[src/rtl/core/qrot_pkg.sv]
// shared types, codes and constants for the query route override table
`default_nettype none

package qrot_pkg;

    localparam int TABLE_ENTRIES = 32;
    localparam int REGION_BITS   = 16;
    localparam int IDX_W         = (TABLE_ENTRIES > 1) ? $clog2(TABLE_ENTRIES) : 1;

    localparam int CMD_W    = 2;
    localparam int KIND_W   = 3;
    localparam int REGION_W = 16;
    localparam int BE_W     = 2;
    localparam int SRC_W    = 2;

    // commands
    localparam logic [CMD_W-1:0] CMD_ROUTE = 2'd0;
    localparam logic [CMD_W-1:0] CMD_SET   = 2'd1;
    localparam logic [CMD_W-1:0] CMD_CLEAR = 2'd2;

    // backends
    localparam logic [BE_W-1:0] BE_NONE  = 2'd0;
    localparam logic [BE_W-1:0] BE_SWEEP = 2'd1;
    localparam logic [BE_W-1:0] BE_BVH   = 2'd2;
    localparam logic [BE_W-1:0] BE_GRID  = 2'd3;

    // match sources
    localparam logic [SRC_W-1:0] SRC_EXACT   = 2'd0;
    localparam logic [SRC_W-1:0] SRC_GLOBAL  = 2'd1;
    localparam logic [SRC_W-1:0] SRC_DEFAULT = 2'd2;

    // query kinds
    localparam logic [KIND_W-1:0] KIND_RAYCAST   = 3'd0;
    localparam logic [KIND_W-1:0] KIND_FRUSTUM   = 3'd1;
    localparam logic [KIND_W-1:0] KIND_BOX       = 3'd2;
    localparam logic [KIND_W-1:0] KIND_BROAD     = 3'd3;
    localparam logic [KIND_W-1:0] KIND_NEAREST   = 3'd4;

    typedef struct packed {
        logic [CMD_W-1:0]    cmd;
        logic [KIND_W-1:0]   query_kind;
        logic [REGION_W-1:0] region_id;
        logic [BE_W-1:0]     new_backend;
    } t_query;

    typedef struct packed {
        logic [BE_W-1:0]  chosen_backend;
        logic [SRC_W-1:0] match_source;
        logic             table_full;
    } t_result;

    // word walking down the cell chain
    typedef struct packed {
        logic                   vld;
        logic [CMD_W-1:0]       cmd;
        logic [KIND_W-1:0]      kind;
        logic [REGION_BITS-1:0] region;
        logic [REGION_BITS-1:0] glob;
        logic [BE_W-1:0]        backend;
        logic                   exact_hit;
        logic [BE_W-1:0]        exact_be;
        logic                   glob_hit;
        logic [BE_W-1:0]        glob_be;
        logic                   free_hit;
        logic [IDX_W-1:0]       free_idx;
    } t_scan;

    // insert broadcast into the chosen free cell
    typedef struct packed {
        logic                   en;
        logic [IDX_W-1:0]       idx;
        logic [KIND_W-1:0]      kind;
        logic [REGION_BITS-1:0] region;
        logic [BE_W-1:0]        backend;
    } t_wr;

    function automatic logic [BE_W-1:0] kind_default(input logic [KIND_W-1:0] kind);
        logic [BE_W-1:0] be;
        case (kind) inside
            KIND_RAYCAST, KIND_FRUSTUM, KIND_BOX: be = BE_BVH;
            KIND_BROAD:                           be = BE_SWEEP;
            KIND_NEAREST:                         be = BE_GRID;
            default:                              be = BE_NONE;
        endcase
        return be;
    endfunction

endpackage

`default_nettype wire

[src/rtl/core/query_route_override_table_top.sv]
// top level: command intake, cell chain, result resolve and output buffering
`default_nettype none

// Route/override table of TABLE_ENTRIES cells. Each accepted word walks the cell
// chain one cell per cycle, behind an input register, and the next word is
// taken once its result has left the chain and the skid is empty. A finished
// result waits in an output register plus a one-word skid so the chain can
// take the next word while it is held. Set updates and set-to-none removals
// happen in the matching cell as the word passes, and a clear empties every
// cell; an insert goes to the lowest free cell when the word leaves the chain.
// No clearing pass is needed after reset.

module query_route_override_table_top
    import qrot_pkg::*;
(
    input  wire logic                i_clk,
    input  wire logic                i_rst_n,
    input  wire logic                i_cfg_valid,
    output logic                     o_cfg_ready,
    input  wire logic [REGION_W-1:0] i_cfg_data,
    input  wire logic                i_in_valid,
    output logic                     o_in_ready,
    input  wire t_query              i_in_data,
    output logic                     o_out_valid,
    input  wire logic                i_out_ready,
    output t_result                  o_out_data
);

    logic                r_busy;
    logic [REGION_W-1:0] r_glob;
    t_scan               r_tok0;
    t_scan               n_tok0;
    logic                r_out_vld;
    t_result             r_out;
    logic                r_skid_vld;
    t_result             r_skid;

    t_scan               tok [TABLE_ENTRIES+1];
    t_scan               tok_last;
    t_wr                 wr;
    t_result             res;
    logic                in_acc;
    logic [TABLE_ENTRIES-1:0] w_tok_vld;

    assign o_cfg_ready = 1'b1;
    assign o_in_ready  = !r_busy && !r_skid_vld;
    assign in_acc      = i_in_valid && o_in_ready;

    always_ff @(posedge i_clk) begin
        if (!i_rst_n) begin
            r_glob <= '0;
        end else if (i_cfg_valid) begin
            r_glob <= i_cfg_data;
        end
    end

    always_comb begin
        n_tok0 = '0;
        if (in_acc) begin
            n_tok0.vld     = 1'b1;
            n_tok0.cmd     = i_in_data.cmd;
            n_tok0.kind    = i_in_data.query_kind;
            n_tok0.region  = i_in_data.region_id[REGION_BITS-1:0];
            n_tok0.glob    = r_glob[REGION_BITS-1:0];
            n_tok0.backend = i_in_data.new_backend;
        end
    end

    always_ff @(posedge i_clk) begin
        if (!i_rst_n) begin
            r_tok0 <= '0;
        end else begin
            r_tok0 <= n_tok0;
        end
    end

    assign tok[0] = r_tok0;

    for (genvar g = 0; g < TABLE_ENTRIES; g++) begin : g_cell
        qrot_cell u_cell (
            .i_clk   (i_clk),
            .i_rst_n (i_rst_n),
            .i_idx   (IDX_W'(g)),
            .i_tok   (tok[g]),
            .i_wr    (wr),
            .o_tok   (tok[g+1])
        );
        assign w_tok_vld[g] = tok[g].vld;
    end

    assign tok_last = tok[TABLE_ENTRIES];

    // resolve the result and any insert once the word leaves the chain
    always_comb begin
        res        = '0;
        wr         = '0;
        wr.idx     = tok_last.free_idx;
        wr.kind    = tok_last.kind;
        wr.region  = tok_last.region;
        wr.backend = tok_last.backend;
        case (tok_last.cmd)
            CMD_ROUTE: begin
                if (tok_last.exact_hit) begin
                    res.chosen_backend = tok_last.exact_be;
                    res.match_source   = SRC_EXACT;
                end else if (tok_last.glob_hit && tok_last.region != tok_last.glob) begin
                    res.chosen_backend = tok_last.glob_be;
                    res.match_source   = SRC_GLOBAL;
                end else begin
                    res.chosen_backend = kind_default(tok_last.kind);
                    res.match_source   = SRC_DEFAULT;
                end
            end
            CMD_SET: begin
                if (tok_last.backend != BE_NONE && !tok_last.exact_hit) begin
                    wr.en          = tok_last.vld && tok_last.free_hit;
                    res.table_full = !tok_last.free_hit;
                end
            end
            default: begin
                res = '0;
            end
        endcase
    end

    always_ff @(posedge i_clk) begin
        if (!i_rst_n) begin
            r_busy     <= 1'b0;
            r_out_vld  <= 1'b0;
            r_skid_vld <= 1'b0;
        end else begin
            if (in_acc) begin
                r_busy <= 1'b1;
            end else if (tok_last.vld) begin
                r_busy <= 1'b0;
            end
            // the skid is always empty when a word leaves the chain
            if (tok_last.vld) begin
                if (!r_out_vld || i_out_ready) begin
                    r_out     <= res;
                    r_out_vld <= 1'b1;
                end else begin
                    r_skid     <= res;
                    r_skid_vld <= 1'b1;
                end
            end else if (r_out_vld && i_out_ready) begin
                if (r_skid_vld) begin
                    r_out      <= r_skid;
                    r_skid_vld <= 1'b0;
                end else begin
                    r_out_vld <= 1'b0;
                end
            end
        end
    end

    assign o_out_valid = r_out_vld;
    assign o_out_data  = r_out;

`ifndef SYNTH
    // only one word walks the chain at a time
    a_one_word: assert property (@(posedge i_clk) disable iff (!i_rst_n)
        $onehot0({w_tok_vld, tok_last.vld}))
        else $error("more than one word in the cell chain");

    // an idle block has an empty chain
    a_idle_empty: assert property (@(posedge i_clk) disable iff (!i_rst_n)
        !r_busy |-> (w_tok_vld == '0 && !tok_last.vld))
        else $error("word in chain while not busy");

    // skid holds a word only behind a full output register
    a_skid_order: assert property (@(posedge i_clk) disable iff (!i_rst_n)
        r_skid_vld |-> r_out_vld)
        else $error("skid full with output register empty");

    // a word leaving the chain clears busy
    a_done_clears: assert property (@(posedge i_clk) disable iff (!i_rst_n)
        tok_last.vld |=> !r_busy)
        else $error("busy stuck after result");
`endif

endmodule

`default_nettype wire

[src/rtl/core/qrot_cell.sv]
// one table entry with its compare logic and its stage of the scan chain
`default_nettype none

module qrot_cell
    import qrot_pkg::*;
(
    input  wire logic             i_clk,
    input  wire logic             i_rst_n,
    input  wire logic [IDX_W-1:0] i_idx,
    input  wire t_scan            i_tok,
    input  wire t_wr              i_wr,
    output t_scan                 o_tok
);

    logic                   r_valid;
    logic [KIND_W-1:0]      r_kind;
    logic [REGION_BITS-1:0] r_region;
    logic [BE_W-1:0]        r_backend;
    t_scan                  r_tok;
    t_scan                  n_tok;

    logic m_exact;
    logic m_glob;
    logic wr_hit;
    logic set_hit;

    assign m_exact = i_tok.vld && r_valid && (r_kind == i_tok.kind)
                     && (r_region == i_tok.region);
    assign m_glob  = i_tok.vld && r_valid && (r_kind == i_tok.kind)
                     && (r_region == i_tok.glob);
    assign wr_hit  = i_wr.en && (i_wr.idx == i_idx);
    assign set_hit = m_exact && (i_tok.cmd == CMD_SET);

    always_comb begin
        n_tok = i_tok;
        if (m_exact) begin
            n_tok.exact_hit = 1'b1;
            n_tok.exact_be  = r_backend;
        end
        if (m_glob && !i_tok.glob_hit) begin
            n_tok.glob_hit = 1'b1;
            n_tok.glob_be  = r_backend;
        end
        // lowest free slot wins since the word visits cells in order
        if (i_tok.vld && !r_valid && !i_tok.free_hit) begin
            n_tok.free_hit = 1'b1;
            n_tok.free_idx = i_idx;
        end
    end

    always_ff @(posedge i_clk) begin
        if (!i_rst_n) begin
            r_valid <= 1'b0;
            r_tok   <= '0;
        end else begin
            r_tok <= n_tok;
            if (wr_hit) begin
                r_valid <= 1'b1;
            end else if (i_tok.vld && i_tok.cmd == CMD_CLEAR) begin
                r_valid <= 1'b0;
            end else if (set_hit && i_tok.backend == BE_NONE) begin
                r_valid <= 1'b0;
            end
        end
    end

    always_ff @(posedge i_clk) begin
        if (wr_hit) begin
            r_kind    <= i_wr.kind;
            r_region  <= i_wr.region;
            r_backend <= i_wr.backend;
        end else if (set_hit && i_tok.backend != BE_NONE) begin
            r_backend <= i_tok.backend;
        end
    end

    assign o_tok = r_tok;

endmodule

`default_nettype wire
[config.mk]
export PLATFORM = sky130hd
export DESIGN_NAME = query_route_override_table_top
export DESIGN_NICKNAME = d
export VERILOG_FILES = /design/src/rtl/core/qrot_pkg.sv /design/src/rtl/core/query_route_override_table_top.sv /design/src/rtl/core/qrot_cell.sv
export SDC_FILE = /design/constraint.sdc
export NUM_CORES = 2
export LEC_CHECK = 0
export ABC_AREA = 1
export BUFFER_PORTS_ARGS = -buffer_cell sky130_fd_sc_hd__buf_2
export CORE_MARGIN = 3
export CORE_UTILIZATION = 50
export CTS_CLUSTER_DIAMETER = 150
export DETAILED_ROUTE_END_ITERATION = 10
export PLACE_DENSITY = 0.77
export SLEW_MARGIN = 10
export SYNTH_ARGS = -nofsm -noshare
export SYNTH_HDL_FRONTEND = slang
export SYNTH_HIERARCHICAL = 1
export SYNTH_SLANG_ARGS = --single-unit
[constraint.sdc]
create_clock -name i_clk -period 3 [get_ports i_clk]
set_input_delay 0.45 -clock i_clk [delete_from_list [all_inputs] [get_ports i_clk]]
set_output_delay 0.45 -clock i_clk [all_outputs]
set_load 0.01 [all_outputs]
==> out/metrics.yaml <==
dieArea_mm2: 0.203
grtUsageTotal: 0.242
p_per_area_mw_per_mm2: 570
netlist-cell-type-count: 32
maxCapViolCount: 0
globalplace.congestion: 0.935
post_synth.cell_area_avg_um2: 8.10
stdcell_count: 15624
place_inst: 15144
rows: 162
ioPinCount: 52
clock-root-buffer: "clkbuf_16"
worst_slack_ns: 0.348
drtAntennaViolNets: 0
async_flop_share: 0
final_max_slew_viol_count: 0
synth_edf_count: 682
setup.worst_path.start_class: "flip-flop"
setup_viol: 0
design_area_mm2: 0.112
nNetsFinal: 12834
clock_skew_ns: 0.0649
worst_slew_pin_slew_ns: 0.983
overflow: 0
routed_wirelength_mm: 250
die_h_um: 450
synth_top_area_frac: 0.356
grt_pass1_wl_mm: 382
yosysWarnings: 6
clkTransAtPathRegs_ns: 0.06
finalWorstPathRequiredPeriod_ns: 2.65
core_mm2: 0.196
synthCells: 12182
clk_path_buf_depth: 3
crit_type: "flip-flop to flip-flop"
h-tree-depth: 4
arrival_ns: 3.19
cts_tree: "built"
endpoint_kind: "flip-flop"
period_share: 0.884
maxSlewHeadroom: 0.345
area_delta_synth_final_pct: 13.8
dr.pass1.iters: 7
worst-endpoint-required_ns: 3.54
hold_path.class: "input pin to flip-flop"
grt_pass1_vias: 69006
max_freq_mhz: 377
postPlaceCellArea_mm2: 0.104
synth_most_common_cell: "nand2_1"
drc: 0
power_mw: 64.0
yosys.area.top_type: "dfxtp_1"
viasPerCell: 4.67
setup_tns_ns: 0
clk_latency_ns: 0.87
drt_iter0_markers: 6540
synth.cell_area_mm2: 0.0987
cts.sinks: 2437
antenna_found_initial: 13
synth_common_cells: "3518 x nand2_1, 2889 x inv_1, 1755 x dfxtp_1, 961 x nor2_1, 682 x edfxtp_1"
drive_gt1_frac: 0.0550
status: "finished clean"
ys_seq_area_frac: 0.563
vdd_drop_max_mv: 0.599
drt-wirelength-per-cell_um: 16.0
p_leak_nw: 59.2
port_buffers: 50
hold_viol: 0
crit_path_max_fanout: 19
synth_top_flop_cell: "dfxtp_1"
grt_max_degree: 90
fillers: 16752
dpl.hpwl_mm: 178
synth_seq_cells: 2437
start_util: 0.505
post_cts_buffers: 0
vias: 72904
numCtsBuffers: 227
grt_setup_unrepaired: "false"
dp_slack_ns: 0.367
synth_area_leaders: "dfxtp_1 36%, edfxtp_1 21%, nand2_1 13%"
fp.dieW_um: 450
worst max-delay path, stage by stage (launching register included):
cell and delay (ns):
dfxtp_1 0.36, nor2_1 0.11, o211ai_1 0.16, nor2_4 0.40, buf_12 0.24, o21ai_0 0.11, a221oi_1 0.22, nand3_1 0.25
inv_1 0.17, buf_4 0.30
timing repair:
item | in CTS | in global routing
endpoints found under the hold margin | 48 | 0
resized for setup | 0 | 0
hold buffers | 41 | 0
cell families after synthesis:
group | synth area share
and+or+nand+nor | 0.215
DFF | 0.563
buffers and inverters | 0.119
other | 0.0000761
xor gates and xnor gates | 0.0653
AOI/OAI and AO/OA | 0.0379
layer usage:
layer	up-vias	track usage	wire length, µm
met5	-	0	0
met3	554	0.0336	17300
met4	0	0.107	11300
li1	36747	-	-
met1	33095	0.310	104000
met2	2508	0.407	117000
path summary, 6_finish.rpt:
| path | startpoint | end | slack [ns] | depth (start not counted) |
|---|---|---|---|---|
| max | g_cell[31].u_cell/o_tok[11] | g_cell[31].u_cell/r_region[3] | 0.35 | 9 |
| min | i_in_valid | r_busy | 0.15 | 4 |
| max reg2reg | g_cell[31].u_cell/o_tok[11] | g_cell[31].u_cell/r_region[3] | 0.35 | 9 |
| min reg2reg | g_cell[14].u_cell/o_tok[19] | g_cell[15].u_cell/o_tok[19] | 0.40 | 2 |
power by group:
group	switching [mW]	total, mW	leakage, nW	internal (mW)
clock	12.8	29.2	3.80	16.4
combinational	0.689	0.991	33.5	0.302
sequential	0.0663	33.8	21.9	33.7
total	13.5	64.0	59.2	50.5
per-stage QoR:
step	util	hold WS [ns]
2_1_floorplan	-	0.407
3_3_place_gp	0.532	0.411
3_5_place_dp	0.532	0.415
4_1_cts	0.574	0.122
5_1_grt	0.574	0.181
6_report	0.574	0.152
cells in the final DEF, fill, tap and decap left out, types with 32 or more instances in the layout:
| master | Yosys | layout |
|---|---|---|
| nand3b_1 | 32 | 32 |
| conb_1 | 2 | 366 |
| xor2_1 | 320 | 320 |
| nand3_1 | 233 | 232 |
| nor2b_1 | 32 | 32 |
| dlygate4sd3_1 | 0 | 41 |
| dfxtp_1 | 1755 | 1729 |
| inv_2 | 32 | 32 |
| o21ai_0 | 245 | 245 |
| xnor2_1 | 416 | 416 |
| nor2_1 | 961 | 960 |
| nand2b_1 | 96 | 96 |
| clkbuf_16 | 0 | 233 |
| buf_2 | 1 | 49 |
| nand4_1 | 66 | 66 |
| a221oi_1 | 32 | 32 |
| nand2_1 | 3518 | 3518 |
| edfxtp_1 | 682 | 682 |
| inv_1 | 2889 | 2889 |
| nor3_1 | 128 | 128 |
| o22ai_1 | 32 | 32 |
| clkinv_2 | 0 | 47 |
| nor2_4 | 64 | 65 |
| nand3_2 | 34 | 35 |
| clkbuf_1 | 201 | 41 |
| o21ai_1 | 96 | 96 |
| a21oi_1 | 305 | 305 |
| buf_4 | 1 | 104 |
flip-flops by register name (all words and copies together), names as in the netlist:
register,cells
g_cell.u_cell/r_region,512
g_cell.u_cell/r_valid,32
r_tok0,40
g_cell.u_cell/r_kind,96
o_out_valid,1
r_skid,5
r_glob,16
o_out_data,5
r_busy,1
r_skid_vld,1
g_cell.u_cell/r_backend,64
g_cell.u_cell/o_tok,1664
cell type report:
cell class	instances	area, µm²	share of cell area
multi-input cells	6984	32700	0.292
diodes	3	7.51	0.0000668
clock buffers	297	6300	0.0561
flip-flops and latches	2437	55600	0.495
inverters	2922	11000	0.0977
repair buffers	218	1910	0.0170
clock inverters	139	1440	0.0128
well taps	2624	3280	0.0292
(Power assumes the default switching activity.)
